File: src/design/dtg_pkg.sv
// shared types, constants and the sine table for the dds tone generator
// no dependencies
`default_nettype none

package dtg_pkg;

    localparam int AUDIO_RATE  = 16000;
    localparam int RATE_SHIFT  = 7;
    localparam int RATE_ODD    = AUDIO_RATE >> RATE_SHIFT;
    localparam int FRAC_BITS   = 32 - RATE_SHIFT;

    localparam logic [8:0]  ENV_FULL   = 9'd256;
    localparam logic [14:0] AMP_RESET  = 15'd9000;
    localparam logic [8:0]  RAMP_RESET = 9'd4;
    localparam logic [16:0] AMP_FULL   = 17'd32767;

    // step = quo<<25 + whole*rem + (frac*rem) / odd rate, with freq = quo * odd rate + rem
    localparam logic [18:0] STEP_WHOLE = 19'((64'd1 << FRAC_BITS) / RATE_ODD);
    localparam logic [5:0]  STEP_FRAC  = 6'((64'd1 << FRAC_BITS) % RATE_ODD);

    // reciprocal constants for division by the odd rate factor
    localparam int          QUO_SHIFT = 23;
    localparam logic [16:0] RECIP_QUO = 17'(((64'd1 << QUO_SHIFT) + RATE_ODD - 1) / RATE_ODD);
    localparam int          FRC_SHIFT = 20;
    localparam logic [13:0] RECIP_FRC = 14'(((64'd1 << FRC_SHIFT) + RATE_ODD - 1) / RATE_ODD);

    localparam logic [1:0] MODE_TICK    = 2'd0;
    localparam logic [1:0] MODE_TONE    = 2'd1;
    localparam logic [1:0] MODE_SILENCE = 2'd2;

    localparam logic CFG_AMP  = 1'b0;
    localparam logic CFG_RAMP = 1'b1;

    typedef enum logic [3:0] {
        OP_IDLE,
        OP_LOAD_TICK,
        OP_LOAD_TONE,
        OP_SILENCE,
        OP_TONE_B,
        OP_TONE_C,
        OP_TONE_D,
        OP_TONE_E,
        OP_TONE_COMMIT,
        OP_AMP,
        OP_GAIN,
        OP_OUT
    } op_t;

    typedef struct packed {
        op_t op;
    } cmd_t;

    // magnitude of round(32767*sin(2*pi*idx/256)); sign is idx[7]
    function automatic logic [14:0] sine_mag(input logic [7:0] idx);
        logic [6:0]  q;
        logic [6:0]  m;
        logic [14:0] v;
        q = idx[6:0];
        m = (q <= 7'd64) ? q : 7'(8'd128 - {1'b0, q});
        case (m)
            7'd0:  v = 15'd0;
            7'd1:  v = 15'd804;
            7'd2:  v = 15'd1608;
            7'd3:  v = 15'd2410;
            7'd4:  v = 15'd3212;
            7'd5:  v = 15'd4011;
            7'd6:  v = 15'd4808;
            7'd7:  v = 15'd5602;
            7'd8:  v = 15'd6393;
            7'd9:  v = 15'd7179;
            7'd10: v = 15'd7962;
            7'd11: v = 15'd8739;
            7'd12: v = 15'd9512;
            7'd13: v = 15'd10278;
            7'd14: v = 15'd11039;
            7'd15: v = 15'd11793;
            7'd16: v = 15'd12539;
            7'd17: v = 15'd13279;
            7'd18: v = 15'd14010;
            7'd19: v = 15'd14732;
            7'd20: v = 15'd15446;
            7'd21: v = 15'd16151;
            7'd22: v = 15'd16846;
            7'd23: v = 15'd17530;
            7'd24: v = 15'd18204;
            7'd25: v = 15'd18868;
            7'd26: v = 15'd19519;
            7'd27: v = 15'd20159;
            7'd28: v = 15'd20787;
            7'd29: v = 15'd21403;
            7'd30: v = 15'd22005;
            7'd31: v = 15'd22594;
            7'd32: v = 15'd23170;
            7'd33: v = 15'd23731;
            7'd34: v = 15'd24279;
            7'd35: v = 15'd24811;
            7'd36: v = 15'd25329;
            7'd37: v = 15'd25832;
            7'd38: v = 15'd26319;
            7'd39: v = 15'd26790;
            7'd40: v = 15'd27245;
            7'd41: v = 15'd27683;
            7'd42: v = 15'd28105;
            7'd43: v = 15'd28510;
            7'd44: v = 15'd28898;
            7'd45: v = 15'd29268;
            7'd46: v = 15'd29621;
            7'd47: v = 15'd29956;
            7'd48: v = 15'd30273;
            7'd49: v = 15'd30571;
            7'd50: v = 15'd30852;
            7'd51: v = 15'd31113;
            7'd52: v = 15'd31356;
            7'd53: v = 15'd31580;
            7'd54: v = 15'd31785;
            7'd55: v = 15'd31971;
            7'd56: v = 15'd32137;
            7'd57: v = 15'd32285;
            7'd58: v = 15'd32412;
            7'd59: v = 15'd32521;
            7'd60: v = 15'd32609;
            7'd61: v = 15'd32678;
            7'd62: v = 15'd32728;
            7'd63: v = 15'd32757;
            7'd64: v = 15'd32767;
            default: v = 15'd0;
        endcase
        return v;
    endfunction

endpackage

`default_nettype wire

File: src/design/dtg_ctrl.sv
// controller state machine for the dds tone generator
// depends on dtg_pkg
`default_nettype none

module dtg_ctrl
    import dtg_pkg::*;
(
    input  wire logic       clk,
    input  wire logic       rst_n,
    input  wire logic       item_valid,
    output logic            item_ready,
    input  wire logic [1:0] mode,
    output logic            sample_valid,
    input  wire logic       sample_ready,
    output cmd_t            cmd
);

    typedef enum logic [3:0] {
        ST_IDLE,
        ST_AMP,
        ST_GAIN,
        ST_OUT,
        ST_TONE_B,
        ST_TONE_C,
        ST_TONE_D,
        ST_TONE_E,
        ST_TONE_F
    } state_t;

    state_t state_reg;
    state_t state_next;
    logic   sample_valid_reg;
    logic   sample_valid_next;

    always_comb
    begin
        state_next        = state_reg;
        sample_valid_next = sample_valid_reg && !sample_ready;
        cmd.op            = OP_IDLE;
        case (state_reg)
            ST_IDLE:
            begin
                if (item_valid)
                begin
                    case (mode)
                        MODE_TICK:
                        begin
                            cmd.op     = OP_LOAD_TICK;
                            state_next = ST_AMP;
                        end
                        MODE_TONE:
                        begin
                            cmd.op     = OP_LOAD_TONE;
                            state_next = ST_TONE_B;
                        end
                        MODE_SILENCE:
                        begin
                            cmd.op = OP_SILENCE;
                        end
                        default:
                        begin
                            cmd.op = OP_IDLE;
                        end
                    endcase
                end
            end
            ST_AMP:
            begin
                cmd.op     = OP_AMP;
                state_next = ST_GAIN;
            end
            ST_GAIN:
            begin
                cmd.op     = OP_GAIN;
                state_next = ST_OUT;
            end
            ST_OUT:
            begin
                if (!sample_valid_reg || sample_ready)
                begin
                    cmd.op            = OP_OUT;
                    sample_valid_next = 1'b1;
                    state_next        = ST_IDLE;
                end
            end
            ST_TONE_B:
            begin
                cmd.op     = OP_TONE_B;
                state_next = ST_TONE_C;
            end
            ST_TONE_C:
            begin
                cmd.op     = OP_TONE_C;
                state_next = ST_TONE_D;
            end
            ST_TONE_D:
            begin
                cmd.op     = OP_TONE_D;
                state_next = ST_TONE_E;
            end
            ST_TONE_E:
            begin
                cmd.op     = OP_TONE_E;
                state_next = ST_TONE_F;
            end
            ST_TONE_F:
            begin
                cmd.op     = OP_TONE_COMMIT;
                state_next = ST_IDLE;
            end
            default:
            begin
                state_next = ST_IDLE;
            end
        endcase
    end

    always_ff @(posedge clk or negedge rst_n)
    begin
        if (!rst_n)
        begin
            state_reg        <= ST_IDLE;
            sample_valid_reg <= 1'b0;
        end
        else
        begin
            state_reg        <= state_next;
            sample_valid_reg <= sample_valid_next;
        end
    end

    assign item_ready   = (state_reg == ST_IDLE);
    assign sample_valid = sample_valid_reg;

endmodule

`default_nettype wire

File: src/design/dtg_datapath.sv
// datapath for the dds tone generator: phase, step, envelope, shared multiplier
// depends on dtg_pkg
`default_nettype none

module dtg_datapath
    import dtg_pkg::*;
(
    input  wire logic               clk,
    input  wire logic               rst_n,
    input  wire cmd_t               cmd,
    input  wire logic [15:0]        freq,
    input  wire logic               cfg_write,
    input  wire logic               cfg_index,
    input  wire logic [14:0]        cfg_data,
    output logic signed [15:0]      sample
);

    // architectural state
    logic [31:0] phase_reg, phase_next;
    logic [31:0] tone_step_reg, tone_step_next;
    logic [31:0] held_step_reg, held_step_next;
    logic [8:0]  gain_reg, gain_next;
    logic [8:0]  target_reg, target_next;
    logic [14:0] amp_reg, amp_next;
    logic [8:0]  ramp_reg, ramp_next;

    // working registers
    logic [38:0] prod_reg, prod_next;
    logic [15:0] freq_reg, freq_next;
    logic [9:0]  quo_reg, quo_next;
    logic [6:0]  rem_reg, rem_next;
    logic [31:0] acc_reg, acc_next;
    logic [14:0] mag_reg, mag_next;
    logic        neg_reg, neg_next;
    logic        active_reg, active_next;
    logic signed [15:0] sample_reg, sample_next;

    logic [29:0] mul_a;
    logic [18:0] mul_b;
    logic [48:0] mul_p;

    logic [31:0] eff_step;
    logic [8:0]  gain_calc;
    logic [9:0]  gain_up;
    logic [9:0]  gain_floor;
    logic [15:0] rem_wide;
    logic [5:0]  frac_part;
    logic [31:0] step_new;
    logic [30:0] scaled;
    logic [16:0] quo_rem;
    logic [15:0] mag_out;

    assign mul_p = {19'd0, mul_a} * {30'd0, mul_b};

    assign eff_step   = (tone_step_reg != 32'd0) ? tone_step_reg : held_step_reg;
    assign gain_up    = {1'b0, gain_reg} + {1'b0, ramp_reg};
    assign gain_floor = {1'b0, ramp_reg} + {1'b0, target_reg};

    always_comb
    begin
        if (gain_reg < target_reg)
        begin
            gain_calc = (gain_up > {1'b0, target_reg}) ? target_reg : gain_up[8:0];
        end
        else if (gain_reg > target_reg)
        begin
            gain_calc = ({1'b0, gain_reg} > gain_floor) ? 9'(gain_reg - ramp_reg) : target_reg;
        end
        else
        begin
            gain_calc = gain_reg;
        end
    end

    assign rem_wide  = freq_reg - prod_reg[15:0];
    assign frac_part = prod_reg[25:20];
    assign step_new  = acc_reg + {26'd0, frac_part};

    // divide by 256 * 32767: shift, then estimate and correct once
    assign scaled  = prod_reg[38:8];
    assign quo_rem = {2'b00, scaled[14:0]} + {1'b0, scaled[30:15]};
    assign mag_out = 16'(scaled[30:15]) + ((quo_rem >= AMP_FULL) ? 16'd1 : 16'd0);

    always_comb
    begin
        phase_next     = phase_reg;
        tone_step_next = tone_step_reg;
        held_step_next = held_step_reg;
        gain_next      = gain_reg;
        target_next    = target_reg;
        amp_next       = amp_reg;
        ramp_next      = ramp_reg;
        prod_next      = prod_reg;
        freq_next      = freq_reg;
        quo_next       = quo_reg;
        rem_next       = rem_reg;
        acc_next       = acc_reg;
        mag_next       = mag_reg;
        neg_next       = neg_reg;
        active_next    = active_reg;
        sample_next    = sample_reg;
        mul_a          = 30'd0;
        mul_b          = 19'd0;

        if (cfg_write)
        begin
            case (cfg_index)
                CFG_AMP:  amp_next  = cfg_data;
                CFG_RAMP: ramp_next = cfg_data[8:0];
                default:  amp_next  = amp_reg;
            endcase
        end

        case (cmd.op)
            OP_LOAD_TICK:
            begin
                gain_next   = gain_calc;
                mag_next    = sine_mag(phase_reg[31:24]);
                neg_next    = phase_reg[31];
                active_next = (gain_calc != 9'd0) && (eff_step != 32'd0);
                if ((gain_calc != 9'd0) && (eff_step != 32'd0))
                begin
                    phase_next = phase_reg + eff_step;
                end
            end
            OP_AMP:
            begin
                mul_a     = {15'd0, mag_reg};
                mul_b     = {4'd0, amp_reg};
                prod_next = mul_p[38:0];
            end
            OP_GAIN:
            begin
                mul_a     = prod_reg[29:0];
                mul_b     = {10'd0, gain_reg};
                prod_next = mul_p[38:0];
            end
            OP_OUT:
            begin
                if (!active_reg)
                begin
                    sample_next = 16'sd0;
                end
                else if (neg_reg)
                begin
                    sample_next = signed'(16'(16'd0 - mag_out));
                end
                else
                begin
                    sample_next = signed'(mag_out);
                end
            end
            OP_LOAD_TONE:
            begin
                freq_next = freq;
                mul_a     = {14'd0, freq};
                mul_b     = {2'd0, RECIP_QUO};
                prod_next = mul_p[38:0];
            end
            OP_TONE_B:
            begin
                quo_next  = prod_reg[32:23];
                mul_a     = {20'd0, prod_reg[32:23]};
                mul_b     = 19'(RATE_ODD);
                prod_next = mul_p[38:0];
            end
            OP_TONE_C:
            begin
                rem_next  = rem_wide[6:0];
                mul_a     = {23'd0, rem_wide[6:0]};
                mul_b     = STEP_WHOLE;
                prod_next = mul_p[38:0];
            end
            OP_TONE_D:
            begin
                acc_next  = {quo_reg[6:0], 25'd0} + prod_reg[31:0];
                mul_a     = {23'd0, rem_reg};
                mul_b     = {13'd0, STEP_FRAC};
                prod_next = mul_p[38:0];
            end
            OP_TONE_E:
            begin
                mul_a     = {17'd0, prod_reg[12:0]};
                mul_b     = {5'd0, RECIP_FRC};
                prod_next = mul_p[38:0];
            end
            OP_TONE_COMMIT:
            begin
                if ((freq_reg != 16'd0) && (tone_step_reg == 32'd0))
                begin
                    phase_next = 32'd0;
                end
                tone_step_next = step_new;
                if (step_new != 32'd0)
                begin
                    held_step_next = step_new;
                end
                target_next = (freq_reg != 16'd0) ? ENV_FULL : 9'd0;
            end
            OP_SILENCE:
            begin
                gain_next      = 9'd0;
                target_next    = 9'd0;
                tone_step_next = 32'd0;
            end
            default:
            begin
                mul_a = 30'd0;
            end
        endcase
    end

    always_ff @(posedge clk or negedge rst_n)
    begin
        if (!rst_n)
        begin
            phase_reg     <= 32'd0;
            tone_step_reg <= 32'd0;
            held_step_reg <= 32'd0;
            gain_reg      <= 9'd0;
            target_reg    <= 9'd0;
            amp_reg       <= AMP_RESET;
            ramp_reg      <= RAMP_RESET;
        end
        else
        begin
            phase_reg     <= phase_next;
            tone_step_reg <= tone_step_next;
            held_step_reg <= held_step_next;
            gain_reg      <= gain_next;
            target_reg    <= target_next;
            amp_reg       <= amp_next;
            ramp_reg      <= ramp_next;
        end
    end

    always_ff @(posedge clk)
    begin
        prod_reg   <= prod_next;
        freq_reg   <= freq_next;
        quo_reg    <= quo_next;
        rem_reg    <= rem_next;
        acc_reg    <= acc_next;
        mag_reg    <= mag_next;
        neg_reg    <= neg_next;
        active_reg <= active_next;
        sample_reg <= sample_next;
    end

    assign sample = sample_reg;

endmodule

`default_nettype wire

File: src/design/dds_tone_generator_with_envelope.sv
// top level of the dds sine tone generator with linear gain envelope
// depends on dtg_pkg, dtg_ctrl and dtg_datapath
//
// usage:
//   item channel (item_valid/item_ready, mode, freq) carries one command per transaction:
//   sample tick, set tone frequency or force silence. only a sample tick gives a
//   transaction on the sample channel (sample_valid/sample_ready, sample).
//   cfg_write with cfg_index/cfg_data sets tone amplitude (index 0) or ramp step (index 1).
// timing:
//   a sample tick does the table lookup and envelope update at acceptance, then two
//   passes through the one shared multiplier, then the divide by full scale, after
//   which sample_valid rises. a set-tone turns the frequency into a phase step with
//   five passes through the same multiplier and then a commit step. force silence
//   is done at acceptance, and the controller stays in idle.
//   the next item is accepted as soon as the controller is back in idle.
// reset:
//   rst_n clears phase, steps and gain; amplitude returns to 9000, ramp step to 4.
// stall:
//   a finished sample sits in the output register; the next item is still accepted,
//   and a following tick holds in its last step until the output register is free.
`default_nettype none

module dds_tone_generator_with_envelope
    import dtg_pkg::*;
(
    input  wire logic               clk,
    input  wire logic               rst_n,
    input  wire logic               item_valid,
    output logic                    item_ready,
    input  wire logic [1:0]         mode,
    input  wire logic [15:0]        freq,
    output logic                    sample_valid,
    input  wire logic               sample_ready,
    output logic signed [15:0]      sample,
    input  wire logic               cfg_write,
    input  wire logic               cfg_index,
    input  wire logic [14:0]        cfg_data
);

    cmd_t cmd;

    dtg_ctrl u_ctrl (
        .clk          (clk),
        .rst_n        (rst_n),
        .item_valid   (item_valid),
        .item_ready   (item_ready),
        .mode         (mode),
        .sample_valid (sample_valid),
        .sample_ready (sample_ready),
        .cmd          (cmd)
    );

    dtg_datapath u_datapath (
        .clk       (clk),
        .rst_n     (rst_n),
        .cmd       (cmd),
        .freq      (freq),
        .cfg_write (cfg_write),
        .cfg_index (cfg_index),
        .cfg_data  (cfg_data),
        .sample    (sample)
    );

endmodule

`default_nettype wire

File: config.mk
export PLATFORM = sky130hd
export DESIGN_NAME = dds_tone_generator_with_envelope
export DESIGN_NICKNAME = d
export VERILOG_FILES = /design/src/design/dtg_pkg.sv /design/src/design/dtg_ctrl.sv /design/src/design/dtg_datapath.sv /design/src/design/dds_tone_generator_with_envelope.sv
export SDC_FILE = /design/constraint.sdc
export NUM_CORES = 2
export LEC_CHECK = 0
export BUFFER_PORTS_ARGS = -buffer_cell sky130_fd_sc_hd__buf_2
export CAP_MARGIN = 20
export CORE_AREA = 2 2 407 207
export DETAILED_ROUTE_END_ITERATION = 8
export DIE_AREA = 0 0 409 209
export PLACE_DENSITY = 0.59
export SYNTH_ARGS = -nofsm -noshare
export SYNTH_HDL_FRONTEND = slang
export SYNTH_SLANG_ARGS = --single-unit
File: constraint.sdc
create_clock -name clk -period 8.7 [get_ports clk]
set_input_delay 2.175 -clock clk [delete_from_list [all_inputs] [get_ports clk]]
set_output_delay 2.175 -clock clk [all_outputs]
set_load 0.05 [all_outputs]
Word-level counts from Yosys, hierarchy flattened
Memory sizes are Yosys's and may differ from the RTL's. A register that Yosys moved wholly into a read port is not among the register bits. Cells that the tools add are included.

$mul: 1. Bitwise logic cells: 1. Mux-type cells: 27. $lt $le $gt $ge: 6. $add $sub $neg: 11. Eq/ne operators: 26. Shift operators: 0. Divide/modulo/power cells: 0. Reduce and logical (&&, ||, !) cells: 23.

Operator list (number): case mux 30 bit (7 select lines) (1); case mux 19 bit (7 select lines) (1); case mux 32 bit (2 select lines) (2); 2-to-1 mux 32 bit (3); nonzero test 32 bit (3); adder 32 bit (2); 2-to-1 mux 9 bit (5); multiplier 30 x 19 -> 39 bit (1); case mux 4 bit (9 select lines) (1); case mux 9 bit (2 select lines) (2); adder 32 x 6 -> 32 bit (1); equality test 4 x 3 -> 1 bit (second input constant) (8); logical NOT 32 bit (1); case mux 4 bit (8 select lines) (1); adder 9 x 9 -> 10 bit (2); equality test 4 bit (second input constant) (5); adder 15 x 16 -> 17 bit (1); greater-or-equal comparator 17 x 15 -> 1 bit (second input constant) (1); adder 16 x 1 -> 16 bit (1); equality test 4 x 2 -> 1 bit (second input constant) (4); 2-to-1 mux 16 bit (1); 2-to-1 mux 4 bit (4); nonzero test 16 bit (1); subtractor 1 x 16 -> 16 bit (first input constant) (1); other kinds (29) (42).

Memories: 1. Logic and storage cells: 113. Output and inout bits: 18. Register bits: 262. Latch bits: 0. Memory bits (writable): 0. Memory bits (read-only): 1920. Input port bits: 39.

Memory list: (name not given) (words 128, width 15, read ports 1, clocked after memory_dff 1, wr ports 0, line dtg_pkg.sv:60) `case (m)`.

Depth between registers and ports, before layout
Depth in word-level cells: 9. Gate-level depth with buffers: 35. Depth with buffers taken out: 34.

Cells and area by module
A second synthesis with hierarchy kept.

Cells, all modules: 3558. Area, all modules: 32376.1 sq um.

Modules (own cells, without submodules): dtg_datapath (cells an instance 3516, seq. area each 7284.5 sq um, area each 32010.7 sq um, instances 1); dtg_ctrl (cells an instance 42, seq. area each 125.1 sq um, area each 365.4 sq um, instances 1).

Least setup slack after synthesis
No wires, ideal clock.

Path kind: input to register. Start point: input port mode[0]. End point: register u_datapath.prod_reg[36] (data pin). Data arrival time: 9.450 ns. Path buffers: 3. Stages on the path: 33. Data required time: 8.442 ns. Setup slack: -1.008 ns. Setup time: 0.258 ns. Path through: inv_1 -> ha_1 -> nand3_1 -> o21ai_1 -> and3_1 -> nor3b_2 -> buf_2 -> buf_2 -> or2_1 -> buf_2 -> nand2_1 -> fa_1 -> inv_1 -> fa_1 -> inv_1 -> fa_1 -> inv_1 -> fa_1 -> fa_1 -> inv_1 -> fa_1 -> inv_1 -> ha_1 -> a21o_1 -> a21oi_1 -> nand2_1 -> o2111ai_1 -> o211ai_1 -> o41ai_2 -> o21ai_1 -> a211o_1 -> a21oi_1 -> xnor2_1.

Longest elaborated chain between the ends: 7. Elaborated cells on any way between the ends: 16. Those cells by class: mul: 1; eq/ne: 9; mux: 5; reduce/logical: 1.

Ends and longest elaborated chain: from (decl) (line dds_tone_generator_with_envelope.sv:30) `input wire logic [1:0] mode,`; equality test 2 bit (tied with other cells) (line dtg_ctrl.sv:45) `case (mode)`; case mux 2 bit (3 select lines) (*) (line dtg_ctrl.sv:45); 2-to-1 mux 4 bit (*) (line dtg_ctrl.sv:43) `if (item_valid)`; case mux 4 bit (9 select lines) (*) (line dtg_ctrl.sv:40) `case (state_reg)`; equality test 4 x 3 -> 1 bit (tied with other cells) (line dtg_datapath.sv:114) `case (cmd.op)`; case mux 30 bit (7 select lines) / case mux 19 bit (7 select lines) (equally long branches) (line dtg_datapath.sv:114); multiplier 30 x 19 -> 39 bit (*) (line dtg_datapath.sv:53) `assign mul_p = {19'd0, mul_a} * {30'd0, mul_b};`; via u_datapath.mul_p[36] (line dtg_datapath.sv:40) `logic [48:0] mul_p;`; to (signal assigned) (line dtg_datapath.sv:239) `prod_reg <= prod_next;`; to (decl) (line dtg_datapath.sv:28) `logic [38:0] prod_reg, prod_next;`.

The timed path passes the listed nets; every way through them passes the cells marked *. A chain may end at the register's enable or synchronous reset.

Worst setup path after layout
Same ends and word-level chain as after synthesis.

==> summary.md <==
| Metric | Value |
|---|---|
| CP Data Arrival Time | `approximately 9400 ps` |
| Layout cells sized above 1 | `roughly 17%` |
| Final count of hold timing violations | `0` |
| Antenna viol nets, final | `0` |
| CTS tree | `yes` |
| Via density | `between 5 and 6` |
| Ranking of synthesized cells by area | `fa_1 (24%), edfxtp_1 (12%), dfrtp_1 (9.9%), ha_1 (9.1%), inv_1 (7.1%)` |
| Min-delay src | `u_datapath.phase_reg[31]` |
| Period Utilization, post-route | `104%` |
| Final setup violating endpoints | `14` |
| Die Height | `roughly 210 um` |
| PortBufs | `56` |
| Multi-input logic area | `between 20,000 and 25,000 um2` |
| Hold Crit Class | `reg2reg` |
| Critical path endpoint category | `flip-flop` |
| Final WL | `between 100,000 and 150,000 um` |
| Worst r2r dst | `u_datapath.prod_reg[36]` |
| Nets | `4,659` |
| CP Class | `in2reg` |
| # fillers | `around 8,000` |
| Row count | `75` |
| Worst Skew | `between 20 and 30 ps` |
| Setup WS post-layout | `-360 ps` |
| Maxcap violations | `0` |
| Critical path buffer and inverter count | `12` |
| CP peak stage delay | `approximately 560 ps` |
| Max reg flops | `39` |
| Cell Area, Placed | `between 30,000 and 40,000 um2` |
| Layout overhead on the synthesized area | `18.6%` |
| Final Slew Violations | `0` |
| Post-Syn Area per Cell | `roughly 8.9 um2` |
| DR vias | `27,723` |
| Worst-margin pin slew | `roughly 1100 ps` |
| Placer Congestion | `around 1.0` |
| Post-synth EDFFs | `between 100 and 150` |
| Seq/Total Area, Yosys | `a little under a quarter` |
| Starting Density | `about two fifths` |
| Clk Latency, worst-skew pair | `640 ps` |
| Synth Warn # | `0` |
| Max-Slew Margin vs Limit | `~28%` |
| Crit path launch type | `input pin` |
| Top post-synthesis cells by count | `inv_1 (615), fa_1 (395), nand2_1 (392), nor2_1 (325), ha_1 (237)` |
| Status | `finished, violations left` |
| Routed WL per cell | `between 20 and 25 um` |
| Area leader, netlist | `fa_1` |
| Cells on Worst Hold Path | `0` |
| Gr ovfl total | `0` |
| All-Layer GR Usage | `between 20% and 30%` |
| Count leader, synth | `inv_1` |
| CTS Buffer Depth | `3` |
| Synth top area share | `24.3%` |
| Clock transition time at the flip-flop clock pins of the worst setup and hold paths | `approximately 60 ps` |
| Number of CTS-inserted buffers | `28` |
| Root Buffer | `clkbuf_16` |
| Pre-CTS WS | `-1240 ps` |
| Unrepaired setup endpoints after global routing | `true` |
| FF/Latch Area | `about 7400 um2` |
| Failing checks | `setup timing` |
| Vias in the first global route | `roughly 26,000` |
| RR Startpoint | `u_ctrl.state_reg[1]` |
| CP Depth | `37` |
| Top FF cell, synth | `edfxtp_1` |
| Initial antenna violation count | `6` |
| Critical path fanouts, max | `6` |
| Asr flop ratio synth | `50.2%` |
| Worst path required time | `just over 9000 ps` |
| CP max-delay cell | `fa_2` |
| Syn Inst Count | `between 3,000 and 4,000` |
| FMAX | `around 110 MHz` |
| TritonRoute pass-1 iters | `8` |
| Post-DP HPWL | `roughly 92,000 um` |
| First-pass GRT wire length | `roughly 170,000 um` |
| Pin count of the biggest net entering global routing | `75` |
| Drt initial violations | `3,864` |
| Final instance area | `~39,000 um2` |
| Worst Hold Path EP | `u_datapath.neg_reg` |
| CTS sink count | `around 270` |
| #FFs+latches synth | `between 200 and 300` |
| Minimum clock period | `between 9000 and 10,000 ps` |
| Reg2reg path depth | `35` |
| Synthesized area | `roughly 32,000 um2` |
| Reg2Reg Setup Slack | `between 300 and 400 ps` |
| DIE AREA | `between 80,000 and 90,000 um2` |
| H-tree depth | `1` |
| DRC | `0` |
| Top delay family on crit path | `adder cells` |
| # IOs | `57` |
| Die Span X | `409 um` |
| Synth cell types | `100` |
| Placeable Area | `slightly above 80,000 um2` |
[cell usage in the layout, fill, tap and decap left out, types with 30 or more instances in the layout]
cell type  instances
a31oi_1           36
nor2_1           297
nor3_1            54
a21o_1            77
buf_2             52
nand4_1           33
xnor2_1          108
xor2_1            41
nand3_1           85
o21ai_0          106
nand2_1          373
nor4_1            32
conb_1            86
buf_4            285
inv_1            595
a21oi_1          117
o22ai_1           32
edfxtp_1         134
dfrtp_1          129
buf_12            30
fa_1             376
o21ai_1           41
ha_1             226
o211ai_1          31
[per-stage QoR]
step,util [%],TNS (ps),instances,hold WS [ps]
final,46.7,-2660,5128,499
after global routing,46.7,-7000,5127,512
after CTS,46.4,-1490,5118,496
after detailed placement,44.8,-19390,5049,479
after global placement,44.8,-19950,5049,486
after floorplan,-,-1560,3728,427
[how the worst max path moves through the flow]
stage	from	endpoint	slack (ps)
5_1_grt	mode[0]	u_datapath.prod_reg[36]	-700
3_3_place_gp	mode[1]	u_datapath.prod_reg[38]	-1270
3_5_place_dp	mode[1]	u_datapath.prod_reg[36]	-1240
2_1_floorplan	sample_ready	u_datapath.prod_reg[36]	-380
6_report	mode[0]	u_datapath.prod_reg[36]	-360
4_1_cts	sample_ready	u_datapath.prod_reg[36]	-310
[worst register-to-register path, delay by kind of cell (launching register included)]
kind,cells,cell delay [ps]
AOI/OAI and AO/OA,11,2120
xor gates and xnor gates,1,80
adders and majority gates,7,3170
buffers and inverters,10,1120
DFF,1,480
and+or+nand+nor,6,1090
[final cells by class]
class                      count  share of cell area [%]
tap                         1116                    3.62
antenna                        2                  0.0130
multi-input combinational   2689                    60.4
inverter                     617                    6.06
clock inverter                17                   0.409
sequential                   269                    19.2
timing repair buffer         383                    8.30
clock buffer                  35                    1.96
[repair_timing]
| item | in CTS | in global routing |
|---|---|---|
| buffers inserted | 17 | 9 |
| pin swaps | 48 | 42 |
| cloned | 1 | 0 |
| hold buffers | 0 | 0 |
| resized for setup | 67 | 70 |
| setup endpoints to repair | 16 | 21 |
[cells by family after synthesis]
kind of cell	share of synthesized area (%)
other	0.0231
XOR/XNOR	4.25
flip-flops	22.8
AND/OR/NAND/NOR	15.5
multiplexers	1.21
AO/OA/AOI/OAI	13.7
buffers and inverters	9.02
adder cells (fa/ha/maj)	33.5
[routing by layer]
metal	up-vias	track usage (%)	wire length (um)
met2	1501	29.7	37500
met4	0	3.38	1400
li1	12683	-	-
met5	-	0	0
met3	78	11.1	17500
met1	13461	44.2	55600
Power is left out: the tool's default activity adds up to more than one toggle a clock period on the data nets, which glitch-free logic cannot reach.
